## config.mk

```make
export PLATFORM = sky130hd
export DESIGN_NAME = tbb_cfg
export DESIGN_NICKNAME = d
export VERILOG_FILES = /design/src/rtl/core/tbb_pkg.sv /design/src/rtl/core/tbb_cfg.sv
export SDC_FILE = /design/constraint.sdc
export NUM_CORES = 1
export LEC_CHECK = 0
export BUFFER_PORTS_ARGS = -buffer_cell sky130_fd_sc_hd__buf_2
export CELL_PAD_IN_SITES_DETAIL_PLACEMENT = 1
export CELL_PAD_IN_SITES_GLOBAL_PLACEMENT = 2
export CORE_MARGIN = 10
export CORE_UTILIZATION = 35
export DETAILED_ROUTE_END_ITERATION = 6
export HOLD_SLACK_MARGIN = 0.03
export PLACE_DENSITY = 0.9
export SYNTH_ARGS = -nofsm -noshare
export SYNTH_HDL_FRONTEND = slang
export SYNTH_SLANG_ARGS = --single-unit
```

## constraint.sdc

```tcl
create_clock -name clk -period 1.31 [get_ports clk]
set_clock_uncertainty 0.2 [all_clocks]
set_input_delay 0.0655 -clock clk [delete_from_list [all_inputs] [get_ports clk]]
set_output_delay 0.0655 -clock clk [all_outputs]
set_load 0.01 [all_outputs]
```

## src/rtl/core/tbb_pkg.sv

```systemverilog
// ----------------------------------------------------------------------------
// tbb_pkg
// Shared types, constants and helpers of the transformed bounding-box engine.
// ----------------------------------------------------------------------------
package tbb_pkg;

    localparam int COORD_W    = 32;   // Q16.16 coordinate
    localparam int COEF_W     = 16;   // Q4.12 coefficient
    localparam int ABS_W      = COEF_W + 1;
    localparam int CFG_IDX_W  = 3;
    localparam int CFG_DATA_W = 3 * COEF_W;
    localparam int OP_W       = COORD_W + 1;       // a+b, b-a, 2a
    localparam int PC_W       = COEF_W + OP_W;     // signed coef times operand
    localparam int PE_W       = ABS_W + 1 + OP_W;  // magnitude times operand
    localparam int SUM_W      = 52;                // units of 2^-29
    localparam int RND_W      = SUM_W + 1;
    localparam int FRAC_SHIFT = 13;
    localparam int Q_W        = RND_W - FRAC_SHIFT;

    typedef logic [COORD_W-1:0]    coord_t;
    typedef coord_t [2:0]          vec3_t;
    typedef logic [CFG_DATA_W-1:0] row_t;

    typedef enum logic [1:0] {
        ACT_VERTEX    = 2'd0,
        ACT_LOCAL_BOX = 2'd1,
        ACT_XFORM_BOX = 2'd2
    } action_t;

    localparam logic [CFG_IDX_W-1:0] CFG_LIN_ROW0 = 3'd0;
    localparam logic [CFG_IDX_W-1:0] CFG_LIN_ROW1 = 3'd1;
    localparam logic [CFG_IDX_W-1:0] CFG_LIN_ROW2 = 3'd2;
    localparam logic [CFG_IDX_W-1:0] CFG_SHIFT_X  = 3'd3;
    localparam logic [CFG_IDX_W-1:0] CFG_SHIFT_Y  = 3'd4;
    localparam logic [CFG_IDX_W-1:0] CFG_SHIFT_Z  = 3'd5;

    localparam row_t LIN_ROW0_RST = 48'h0010_0000_0000;
    localparam row_t LIN_ROW1_RST = 48'h0000_0010_0000;
    localparam row_t LIN_ROW2_RST = 48'h0000_0000_0010;

    localparam coord_t COORD_MAX = 32'h7FFF_FFFF;
    localparam coord_t COORD_MIN = 32'h8000_0000;

    localparam logic [RND_W-1:0] RND_HALF = 53'd4096;

    // Per-item control that rides along the pipeline
    typedef struct packed {
        logic fold;   // fold into running bound (vertex or local box)
        logic raw;    // local box: bypass the transform
        logic last;   // closes the run
    } tbb_ctl_t;

    typedef struct packed {
        row_t [2:0] lin;
        vec3_t      shift;
    } tbb_xf_cfg_t;

    // Truncate a 2^-29 value to Q16.16 (the caller adds the half) and saturate
    function automatic coord_t round_sat(input logic [RND_W-1:0] v);
        logic [Q_W-1:0] q;
        logic [Q_W-COORD_W:0] top;
        begin
            q   = v[RND_W-1:FRAC_SHIFT];
            top = q[Q_W-1:COORD_W-1];
            if ((&top) || !(|top))
            begin
                round_sat = q[COORD_W-1:0];
            end
            else if (q[Q_W-1])
            begin
                round_sat = COORD_MIN;
            end
            else
            begin
                round_sat = COORD_MAX;
            end
        end
    endfunction

endpackage

```

## src/rtl/core/tbb_cfg.sv

```systemverilog
// ----------------------------------------------------------------------------
// tbb_cfg
// Configuration register file: linear part rows and translation.
// ----------------------------------------------------------------------------
module tbb_cfg (
    input  logic                               clk,
    input  logic                               rst_n,
    input  logic                               cfg_valid,
    output logic                               cfg_ready,
    input  logic [tbb_pkg::CFG_IDX_W-1:0]      cfg_index,
    input  logic [tbb_pkg::CFG_DATA_W-1:0]     cfg_data,
    output tbb_pkg::tbb_xf_cfg_t               xf_cfg
);

    tbb_pkg::tbb_xf_cfg_t cfg_reg;
    tbb_pkg::tbb_xf_cfg_t cfg_next;

    assign cfg_ready = 1'b1;
    assign xf_cfg    = cfg_reg;

    always_comb
    begin
        cfg_next = cfg_reg;
        if (cfg_valid)
        begin
            case (cfg_index)
                tbb_pkg::CFG_LIN_ROW0: cfg_next.lin[0]   = cfg_data;
                tbb_pkg::CFG_LIN_ROW1: cfg_next.lin[1]   = cfg_data;
                tbb_pkg::CFG_LIN_ROW2: cfg_next.lin[2]   = cfg_data;
                tbb_pkg::CFG_SHIFT_X:  cfg_next.shift[0] = cfg_data[tbb_pkg::COORD_W-1:0];
                tbb_pkg::CFG_SHIFT_Y:  cfg_next.shift[1] = cfg_data[tbb_pkg::COORD_W-1:0];
                tbb_pkg::CFG_SHIFT_Z:  cfg_next.shift[2] = cfg_data[tbb_pkg::COORD_W-1:0];
                default:               cfg_next = cfg_reg;   // drop unmapped writes
            endcase
        end
    end

    always_ff @(posedge clk or negedge rst_n)
    begin
        if (!rst_n)
        begin
            cfg_reg.lin[0] <= tbb_pkg::LIN_ROW0_RST;
            cfg_reg.lin[1] <= tbb_pkg::LIN_ROW1_RST;
            cfg_reg.lin[2] <= tbb_pkg::LIN_ROW2_RST;
            cfg_reg.shift  <= '0;
        end
        else
        begin
            cfg_reg <= cfg_next;
        end
    end

endmodule

```

==> results.json <==
{
  "postPlaceCellArea_um2": 11230,
  "grt_pass1_wl_mm": 48.36,
  "clock-sinks": 240,
  "die_area_um2": 32930,
  "avgSynthCellArea_um2": 17.79,
  "grt_max_degree": 49,
  "status": "complete, but fails checks",
  "path_clk_slew_ps": 60,
  "power_w": 0.02636,
  "synth_top_family_by_area": "multiplexers",
  "clock-root-buffer": "clkbuf_16",
  "grt_pass1_vias": 7420,
  "areaGrowthSynthToFinish_pct": 60.17,
  "place_congestion": 0.7374,
  "yosysWarnings": 0,
  "synth_compound_area_share_pct": 0,
  "cp-start-kind": "flop",
  "synth_area_um2": 9126,
  "rr_startpoint": "xf_cfg[193]",
  "seq_area_um2": 6010,
  "synth_fa_ha_area_share_pct": 0,
  "critPathLaunch": "xf_cfg[196]",
  "violations": "hold timing, setup timing",
  "ys_types": 13,
  "antenna_left": 0,
  "drv_cap": 0,
  "cp.required_ps": 1040,
  "yosys_register_bits": 240,
  "cts_buffer_depth": 3,
  "route.detailed.drc": 0,
  "synthSimpleGateAreaFrac_pct": 0.7403,
  "holdWs_ps": -152.5,
  "grt_setup_unrepaired": "yes",
  "n_antenna_cell": 0,
  "die_x_um": 181.5,
  "layout_commonest_cell": "dfrtp_1",
  "htreeDepth": 1,
  "ys_top_cells_by_area": "dfrtp_1 (65%), mux2_2 (19%), mux2_4 (6.6%)",
  "antenna_found_initial": 0,
  "netlist.area_leader.share_pct": 64.98,
  "stdcell_count": 1360,
  "slowest_stage": "dfstp_2",
  "final-hold-violation-count": 27,
  "drt-initial-drc-count": 163,
  "final_area_um2": 14620,
  "cpPeakStageDelay_ps": 550,
  "seq_area_frac_synth_pct": 65.85,
  "drv_slew": 0,
  "path_buf_inv": 1,
  "crit_arrival_ps": 1170,
  "crit_chain": "buf_6",
  "p_leak_nw": 6.987,
  "numCtsBuffers": 26,
  "hold_class": "in -> async",
  "final_cell_mix": "dfrtp_1 (237), buf_6 (175), mux2_2 (150)",
  "fp.dieH_um": 181.5,
  "grt_overflow": 0,
  "fin_crit_sh_pct": 109.4,
  "clk_latency_ps": 520,
  "use_met3_pct": 6.620,
  "fin_crit_ps": 1433,
  "row_count": 59,
  "setup_viol": 153,
  "synthCells": 513,
  "fin_ws_ps": -123.2,
  "path_delay_family": "flip-flops",
  "yosysTopAreaCell": "dfrtp_1",
  "core_um2": 25840,
  "start_util_pct": 35.32,
  "portBuffers": 293,
  "dpl.hpwl_mm": 20.00,
  "use_met2_pct": 32.23,
  "fill_cells": 2442,
  "max_freq_ghz": 0.6977,
  "powerDensity_nw_per_um2": 1804,
  "synth-xor-area-share_pct": 0,
  "wirelength_mm": 34.84,
  "layout-drive-gt1-share_pct": 67.02,
  "grtUsageTotal_pct": 18.56,
  "ir_worst_vdd_mv": 1.165,
  "dr.pass1.iters": 4,
  "wire_per_inst_um": 25.61,
  "ios": 295,
  "crit_type": "reg -> out",
  "largest_register_ffs": 240,
  "worstSetupEndpointType": "output port",
  "multi_input_area_um2": 2959,
  "globalRoute.busiestLayer": "met2",
  "grtUsageMet1_pct": 21.01,
  "viasPerCell": 4.790,
  "synth_fp_nets": 567,
  "holdBufCountCts": 49,
  "path_max_fanout": 2,
  "place_ws_ps": -317.2,
  "muxShareOfSynthArea_pct": 31.26,
  "num-nets-final": 1059,
  "via_count": 6514,
  "placed_cells": 1148,
  "cts_tree": "yes"
}
## logic make-up (layout without fill, tap and decap cells)
kind of cell / Yosys count / count (layout)
simple gates: 6 / 6
other cells: 1 / 1
mux: 240 / 240
flops: 240 / 240
buf+inv: 26 / 538
## cell usage after synthesis
master    count
and4bb_1      2
buf_2        13
buf_4         5
buf_6         8
conb_1        1
dfrtp_1     237
dfstp_2       3
mux2_1       50
mux2_2      150
mux2_4       40
nand4b_1      2
nor4b_2       1
nor4bb_1      1
## where the power goes
| group | internal (W) | switching, W |
|---|---|---|
| logic | 0.00489 | 0.00319 |
| registers | 0.00907 | 0.00129 |
| clock network | 0.00475 | 0.00317 |
## worst register-to-register path: cells and delay by family, from the launching register on
family                 cells  cell delay [ps]
buffers and inverters      2              270
multiplexers               1              260
flip-flops                 1              420
## metal layers
metal | up-vias | routed length [um]
met1 | 3398 | 12850
met5 | - | 0
met4 | 0 | 1168
li1 | 2802 | -
met2 | 249 | 18230
met3 | 65 | 2591
## cell type report
class	count	share of cell area (%)
clock inverter	14	1.096
timing repair buffer	490	29.40
sequential	240	41.11
tap	335	2.867
multi-input combinational	247	20.24
clock buffer	34	5.281
## per-stage QoR
stage | hold WS (ps) | utilization [%] | setup TNS (ps)
CTS | -167.4 | 53.51 | -6103
global placement | -195.2 | 43.48 | -48320
floorplan | -430.1 | - | -36.53
finish | -152.5 | 56.58 | -2382
detailed placement | -197.4 | 43.48 | -52920
global route | -133.5 | 56.58 | -10840
## final timing paths
check,endpoint,slack [ps],depth (start not counted)
max in group asynchronous,xf_cfg[196],420,3
worst min-delay path,xf_cfg[27],-150,2
min in group clk,xf_cfg[44],40,4
worst max register to register,xf_cfg[193],40,3
worst min register to register,xf_cfg[2],300,1
worst max-delay path,xf_cfg[196],-120,1
## repair_timing
action,4_1_cts,5_1_grt
buffers inserted,59,56
gates resized for setup,159,63
endpoints found under the hold margin,480,42
endpoints found under the setup margin,239,239
(Power assumes the default switching activity.)
