$ cat config.mk
export PLATFORM = sky130hd
export DESIGN_NAME = tbb_fold
export DESIGN_NICKNAME = d
export VERILOG_FILES = /design/src/rtl/core/tbb_pkg.sv /design/src/rtl/core/tbb_fold.sv
export SDC_FILE = /design/constraint.sdc
export NUM_CORES = 1
export LEC_CHECK = 0
export ABC_CLOCK_PERIOD_IN_PS = 11450
export BUFFER_PORTS_ARGS = -buffer_cell sky130_fd_sc_hd__buf_2
export CAP_MARGIN = 0
export CORE_MARGIN = 2
export CORE_UTILIZATION = 45
export CTS_CLUSTER_DIAMETER = 40
export CTS_CLUSTER_SIZE = 8
export DETAILED_ROUTE_END_ITERATION = 8
export PLACE_DENSITY_LB_ADDON = 0.3
export SLEW_MARGIN = 20
export SYNTH_ARGS = -nofsm -noshare
export SYNTH_HDL_FRONTEND = slang
export SYNTH_SLANG_ARGS = --single-unit
$ cat constraint.sdc
create_clock -name clk -period 11.45 [get_ports clk]
set_input_delay 2.29 -clock clk [delete_from_list [all_inputs] [get_ports clk]]
set_output_delay 2.29 -clock clk [all_outputs]
set_load 0.02 [all_outputs]
$ cat src/rtl/core/tbb_pkg.sv
// ----------------------------------------------------------------------------
// tbb_pkg
// Shared types, constants and helpers of the transformed bounding-box engine.
// ----------------------------------------------------------------------------
package tbb_pkg;

    localparam int COORD_W    = 32;   // Q16.16 coordinate
    localparam int COEF_W     = 16;   // Q4.12 coefficient
    localparam int ABS_W      = COEF_W + 1;
    localparam int CFG_IDX_W  = 3;
    localparam int CFG_DATA_W = 3 * COEF_W;
    localparam int OP_W       = COORD_W + 1;       // a+b, b-a, 2a
    localparam int PC_W       = COEF_W + OP_W;     // signed coef times operand
    localparam int PE_W       = ABS_W + 1 + OP_W;  // magnitude times operand
    localparam int SUM_W      = 52;                // units of 2^-29
    localparam int RND_W      = SUM_W + 1;
    localparam int FRAC_SHIFT = 13;
    localparam int Q_W        = RND_W - FRAC_SHIFT;

    typedef logic [COORD_W-1:0]    coord_t;
    typedef coord_t [2:0]          vec3_t;
    typedef logic [CFG_DATA_W-1:0] row_t;

    typedef enum logic [1:0] {
        ACT_VERTEX    = 2'd0,
        ACT_LOCAL_BOX = 2'd1,
        ACT_XFORM_BOX = 2'd2
    } action_t;

    localparam logic [CFG_IDX_W-1:0] CFG_LIN_ROW0 = 3'd0;
    localparam logic [CFG_IDX_W-1:0] CFG_LIN_ROW1 = 3'd1;
    localparam logic [CFG_IDX_W-1:0] CFG_LIN_ROW2 = 3'd2;
    localparam logic [CFG_IDX_W-1:0] CFG_SHIFT_X  = 3'd3;
    localparam logic [CFG_IDX_W-1:0] CFG_SHIFT_Y  = 3'd4;
    localparam logic [CFG_IDX_W-1:0] CFG_SHIFT_Z  = 3'd5;

    localparam row_t LIN_ROW0_RST = 48'h0010_0000_0000;
    localparam row_t LIN_ROW1_RST = 48'h0000_0010_0000;
    localparam row_t LIN_ROW2_RST = 48'h0000_0000_0010;

    localparam coord_t COORD_MAX = 32'h7FFF_FFFF;
    localparam coord_t COORD_MIN = 32'h8000_0000;

    localparam logic [RND_W-1:0] RND_HALF = 53'd4096;

    // Per-item control that rides along the pipeline
    typedef struct packed {
        logic fold;   // fold into running bound (vertex or local box)
        logic raw;    // local box: bypass the transform
        logic last;   // closes the run
    } tbb_ctl_t;

    typedef struct packed {
        row_t [2:0] lin;
        vec3_t      shift;
    } tbb_xf_cfg_t;

    // Truncate a 2^-29 value to Q16.16 (the caller adds the half) and saturate
    function automatic coord_t round_sat(input logic [RND_W-1:0] v);
        logic [Q_W-1:0] q;
        logic [Q_W-COORD_W:0] top;
        begin
            q   = v[RND_W-1:FRAC_SHIFT];
            top = q[Q_W-1:COORD_W-1];
            if ((&top) || !(|top))
            begin
                round_sat = q[COORD_W-1:0];
            end
            else if (q[Q_W-1])
            begin
                round_sat = COORD_MIN;
            end
            else
            begin
                round_sat = COORD_MAX;
            end
        end
    endfunction

endpackage

$ cat src/rtl/core/tbb_fold.sv
// ----------------------------------------------------------------------------
// tbb_fold
// Running min/max and result register. Folds candidate boxes, emits the
// bound at the end of a run, passes transformed boxes straight through.
// ----------------------------------------------------------------------------
module tbb_fold (
    input  logic               clk,
    input  logic               rst_n,
    input  logic               in_valid,
    output logic               in_ready,
    input  tbb_pkg::tbb_ctl_t  in_ctl,
    input  tbb_pkg::vec3_t     in_lo,
    input  tbb_pkg::vec3_t     in_hi,
    output logic               out_valid,
    input  logic               out_ready,
    output tbb_pkg::vec3_t     out_lo,
    output tbb_pkg::vec3_t     out_hi
);

    tbb_pkg::vec3_t run_lo_reg, run_lo_next;
    tbb_pkg::vec3_t run_hi_reg, run_hi_next;
    tbb_pkg::vec3_t cand_lo, cand_hi;
    tbb_pkg::vec3_t box_lo_reg, box_lo_next;
    tbb_pkg::vec3_t box_hi_reg, box_hi_next;
    logic           out_valid_reg, out_valid_next;
    logic           take;
    logic           emit;

    assign in_ready = !out_valid_reg || out_ready;
    assign take     = in_valid && in_ready;
    assign emit     = !in_ctl.fold || in_ctl.last;

    always_comb
    begin
        for (int i = 0; i < 3; i++)
        begin
            cand_lo[i] = ($signed(in_lo[i]) < $signed(run_lo_reg[i])) ? in_lo[i] : run_lo_reg[i];
            cand_hi[i] = ($signed(in_hi[i]) > $signed(run_hi_reg[i])) ? in_hi[i] : run_hi_reg[i];
        end
    end

    always_comb
    begin
        run_lo_next = run_lo_reg;
        run_hi_next = run_hi_reg;
        if (take && in_ctl.fold)
        begin
            if (in_ctl.last)
            begin
                run_lo_next = {3{tbb_pkg::COORD_MAX}};
                run_hi_next = {3{tbb_pkg::COORD_MIN}};
            end
            else
            begin
                run_lo_next = cand_lo;
                run_hi_next = cand_hi;
            end
        end
    end

    always_comb
    begin
        box_lo_next = in_ctl.fold ? cand_lo : in_lo;
        box_hi_next = in_ctl.fold ? cand_hi : in_hi;
        if (take && emit)
        begin
            out_valid_next = 1'b1;
        end
        else if (out_ready)
        begin
            out_valid_next = 1'b0;
        end
        else
        begin
            out_valid_next = out_valid_reg;
        end
    end

    always_ff @(posedge clk or negedge rst_n)
    begin
        if (!rst_n)
        begin
            run_lo_reg    <= {3{tbb_pkg::COORD_MAX}};
            run_hi_reg    <= {3{tbb_pkg::COORD_MIN}};
            out_valid_reg <= 1'b0;
        end
        else
        begin
            run_lo_reg    <= run_lo_next;
            run_hi_reg    <= run_hi_next;
            out_valid_reg <= out_valid_next;
        end
    end

    always_ff @(posedge clk)
    begin
        if (take && emit)
        begin
            box_lo_reg <= box_lo_next;
            box_hi_reg <= box_hi_next;
        end
    end

    assign out_valid = out_valid_reg;
    assign out_lo    = box_lo_reg;
    assign out_hi    = box_hi_reg;

endmodule

==> results.tsv <==
stage	metric	value	unit
floorplan	number of core rows	78	
grt	vias in the first global route	16310	
logic_synthesis	Synth Area per Inst	11.12	µm²
pwr	Max IR drop VDD	135.9	µV
floorplan	io pins	393	
floorplan	DIE WIDTH	218.9	µm
logic_synthesis	synth unique cells	60	
setup_path	Crit Path Max Fanout	54	
grt	first-pass GRT wire length	88.53	mm
route	DR vias/cell	5.715	
cts	CTS sink cnt	385	
final_layout	register area	10720	µm²
route	Vias	16647	
cts	H-tree depth	3	
logic_synthesis	Post-synth ARST share	0.5013	
setup_path	Worst path max stage delay	0.63	ns
setup_path	Crit Path Class	input pin to register	
setup_path	crit-path cells	buf_2, ha_1, nand4_1, nor4_1, a21boi_0, o32ai_1, o211a_1, nor3_4, buf_4, nand2b_2, o21ai_0	
final_layout	nets	2631	
cts	CTS buffer count	70	
logic_synthesis	Post-synth top flop	edfxtp_1	
flow_run	max_cap viols	0	
setup_path	Worst path top cell family by delay	simple AND/OR/NAND/NOR gates	
worst_hold_path	hold depth	1	
final_layout	layout cells sized above 1	0.3055	
timing	RSZ-0062 raised after global routing	no	
timing	Clock Skew	0.02278	ns
route	WL per Instance	19.64	µm
timing	Final Max Slew Viols	0	
setup_path	CP endpoint kind	register	
floorplan	core area	45480	µm²
route	Total Wirelength	57.21	mm
timing	post-route setup TNS	0	ns
logic_synthesis	total number of yosys warnings	0	
logic_synthesis	Syn Std Cell Area	20780	µm²
grt	Total GRT Usage	0.2337	
setup_path	R2R depth	10	
pwr	PD cells	237.3	nW/µm²
route	initial drt markers	1282	
grt	GRT overflow	0	
cts	Post-CTS Hold Buffers	0	
worst_hold_path	worst hold path type	register to register	
timing	FMAX	186.4	MHz
place	post-detail-place hpwl	37.10	mm
setup_path	Crit path required time	11.74	ns
logic_synthesis	Post-Syn Instances	1869	
setup_path	Startpoint Class	input pin	
timing	Final min period	5.364	ns
final_layout	multi-input logic area	8899	µm²
cts	post-cts sizing count	0	
setup_path	critical path depth	11	
grt	antenna violations before repair	17	
floorplan	total die area	47920	µm²
timing	Slew headroom	0.2614	
timing	Final Hold Viols	0	
cts	postcts setup bufs	0	
cts	Clock transition at path regs	0.05	ns
place	final estimated routing congestion in global placement	0.8303	
setup_path	Bufs and invs on worst path	2	
floorplan	Die Span Y	218.9	µm
final_layout	Layout area overhead	23.29	%
cts	clock buffer depth	3	
pwr	Static Leak	11.48	nW
grt	largest net degree at the start of global routing	145	
route	DR DRC count	0	
final_layout	Fillers	3870	
setup_path	CP max stage cell	nand2b_2	
route	number of routed nets with antenna violations	0	
timing	worst slew pin tran	1.108	ns
timing	Final setup viols	0	
setup_path	worst endpoint data arrival time	5.65	ns
logic_synthesis	Seq/Total Area, Yosys	0.5156	
logic_synthesis	Yosys reg bits	385	
logic_synthesis	syn nets	2257	
route	First-pass DRT Iterations	5	
floorplan	Initial Util	0.4570	
cts	Root Buffer	clkbuf_16	
logic_synthesis	EDFF count, synth	192	
timing	final period utilization	0.4685	
place	# port buffers	391	
outcome	status	complete, no violations	
cts	clk_lat worst skew	0.58	ns
timing	Hold WS	0.4972	ns
cts	TritonCTS clock tree	yes	
## final cells by class
cell class / count / area share
Multi-Input combinational cell: 1169 / 0.3473
Sequential cell: 385 / 0.4182
Tap cell: 600 / 0.02930
Clock buffer: 104 / 0.07862
Clock inverter: 26 / 0.01104
Timing Repair Buffer: 418 / 0.08521
Antenna cell: 12 / 0.001172
Inverter: 199 / 0.02920
## logic make-up (layout without fill, tap and decap cells)
logic type | Yosys count | after routing | share of synthesized area
AND/OR/NAND/NOR | 276 | 276 | 0.06731
adder cells (fa/ha/maj) | 189 | 189 | 0.1138
flip-flops | 385 | 385 | 0.5156
buffers and inverters | 315 | 747 | 0.06068
multiplexers | 69 | 69 | 0.04262
AO/OA/AOI/OAI | 635 | 635 | 0.2000
other | 0 | 12 | 0
## cell usage after synthesis, types with 9 or more instances
cell type / count / share of area
mux2_2: 36 / 0.020
a21o_1: 31 / 0.011
a21oi_1: 72 / 0.017
ha_1: 189 / 0.11
dfstp_2: 96 / 0.12
buf_2: 11 / 0.0026
nand2b_1: 13 / 0.0039
a22o_1: 11 / 0.0046
o311ai_0: 61 / 0.026
nor2_1: 26 / 0.0047
o22ai_1: 22 / 0.0066
dfrtp_1: 97 / 0.12
o22a_1: 92 / 0.039
edfxtp_1: 192 / 0.28
mux2_4: 30 / 0.022
a2bb2oi_1: 20 / 0.0084
clkbuf_1: 94 / 0.017
nand4_1: 93 / 0.028
o21ai_0: 270 / 0.065
inv_1: 198 / 0.036
nand3_1: 9 / 0.0022
nand2_1: 103 / 0.019
## worst reg2reg max path, delay by kind of cell, from the launching register on
| family | cells | cell delay (ns) |
|---|---|---|
| AOI/OAI and AO/OA | 3 | 0.74 |
| adders and majority gates | 1 | 0.33 |
| buffers and inverters | 2 | 0.53 |
| DFF | 1 | 0.52 |
| and+or+nand+nor | 4 | 1.59 |
## where the power goes
| group | total [mW] | internal, mW | switching (mW) | leakage (nW) |
|---|---|---|---|---|
| Combinational | 1.93 | 0.740 | 1.19 | 6.32 |
| Sequential | 2.12 | 1.95 | 0.169 | 4.04 |
| Clock | 2.03 | 1.33 | 0.699 | 1.12 |
## cells in the final DEF, fill, tap and decap left out, types with 74 or more instances in the layout
cell / instances
edfxtp_1: 192
dfrtp_1: 97
ha_1: 189
o21ai_0: 270
inv_1: 197
nand2_1: 102
buf_2: 389
dfstp_2: 96
nand4_1: 93
o22a_1: 92
clkbuf_16: 74
## worst paths after layout
| check | start | end | slack, ns |
|---|---|---|---|
| min in group asynchronous | rst_n | run_hi_reg[70]$_DFFE_PN0P_ | 1.70 |
| worst max register to register | run_hi_reg[95]$_DFFE_PN1P_ | out_hi[67]$_DFFE_PP_ | 7.47 |
| worst min-delay path | run_hi_reg[91]$_DFFE_PN0P_ | run_hi_reg[91]$_DFFE_PN0P_ | 0.50 |
| worst min register to register | run_hi_reg[91]$_DFFE_PN0P_ | run_hi_reg[91]$_DFFE_PN0P_ | 0.50 |
| worst max-delay path | in_hi[79] | out_hi[67]$_DFFE_PP_ | 6.09 |
| max in group asynchronous | rst_n | run_hi_reg[73]$_DFFE_PN0P_ | 8.30 |
## metrics by stage
stage               power, mW  instance area, µm²  setup slack (ns)  cells  utilization
finish                  6.081               25620             6.086   2913       0.5634
CTS                     6.125               25590             5.793   2901       0.5626
floorplan               3.518               20790             3.059   1869            -
global route            6.473               25620             5.964   2912       0.5634
global placement        3.967               23290             5.298   2771       0.5121
detailed placement      4.054               23290             5.180   2771       0.5121
## layer usage
metal / global-route usage / routed length [µm] / share of wire
met5: 0 / 34 / 0.00059
met4: 0.1023 / 1893 / 0.033
met3: 0.04920 / 3705 / 0.065
met2: 0.3776 / 27360 / 0.48
met1: 0.3035 / 24220 / 0.42
Power figures use the tool's default switching activity.
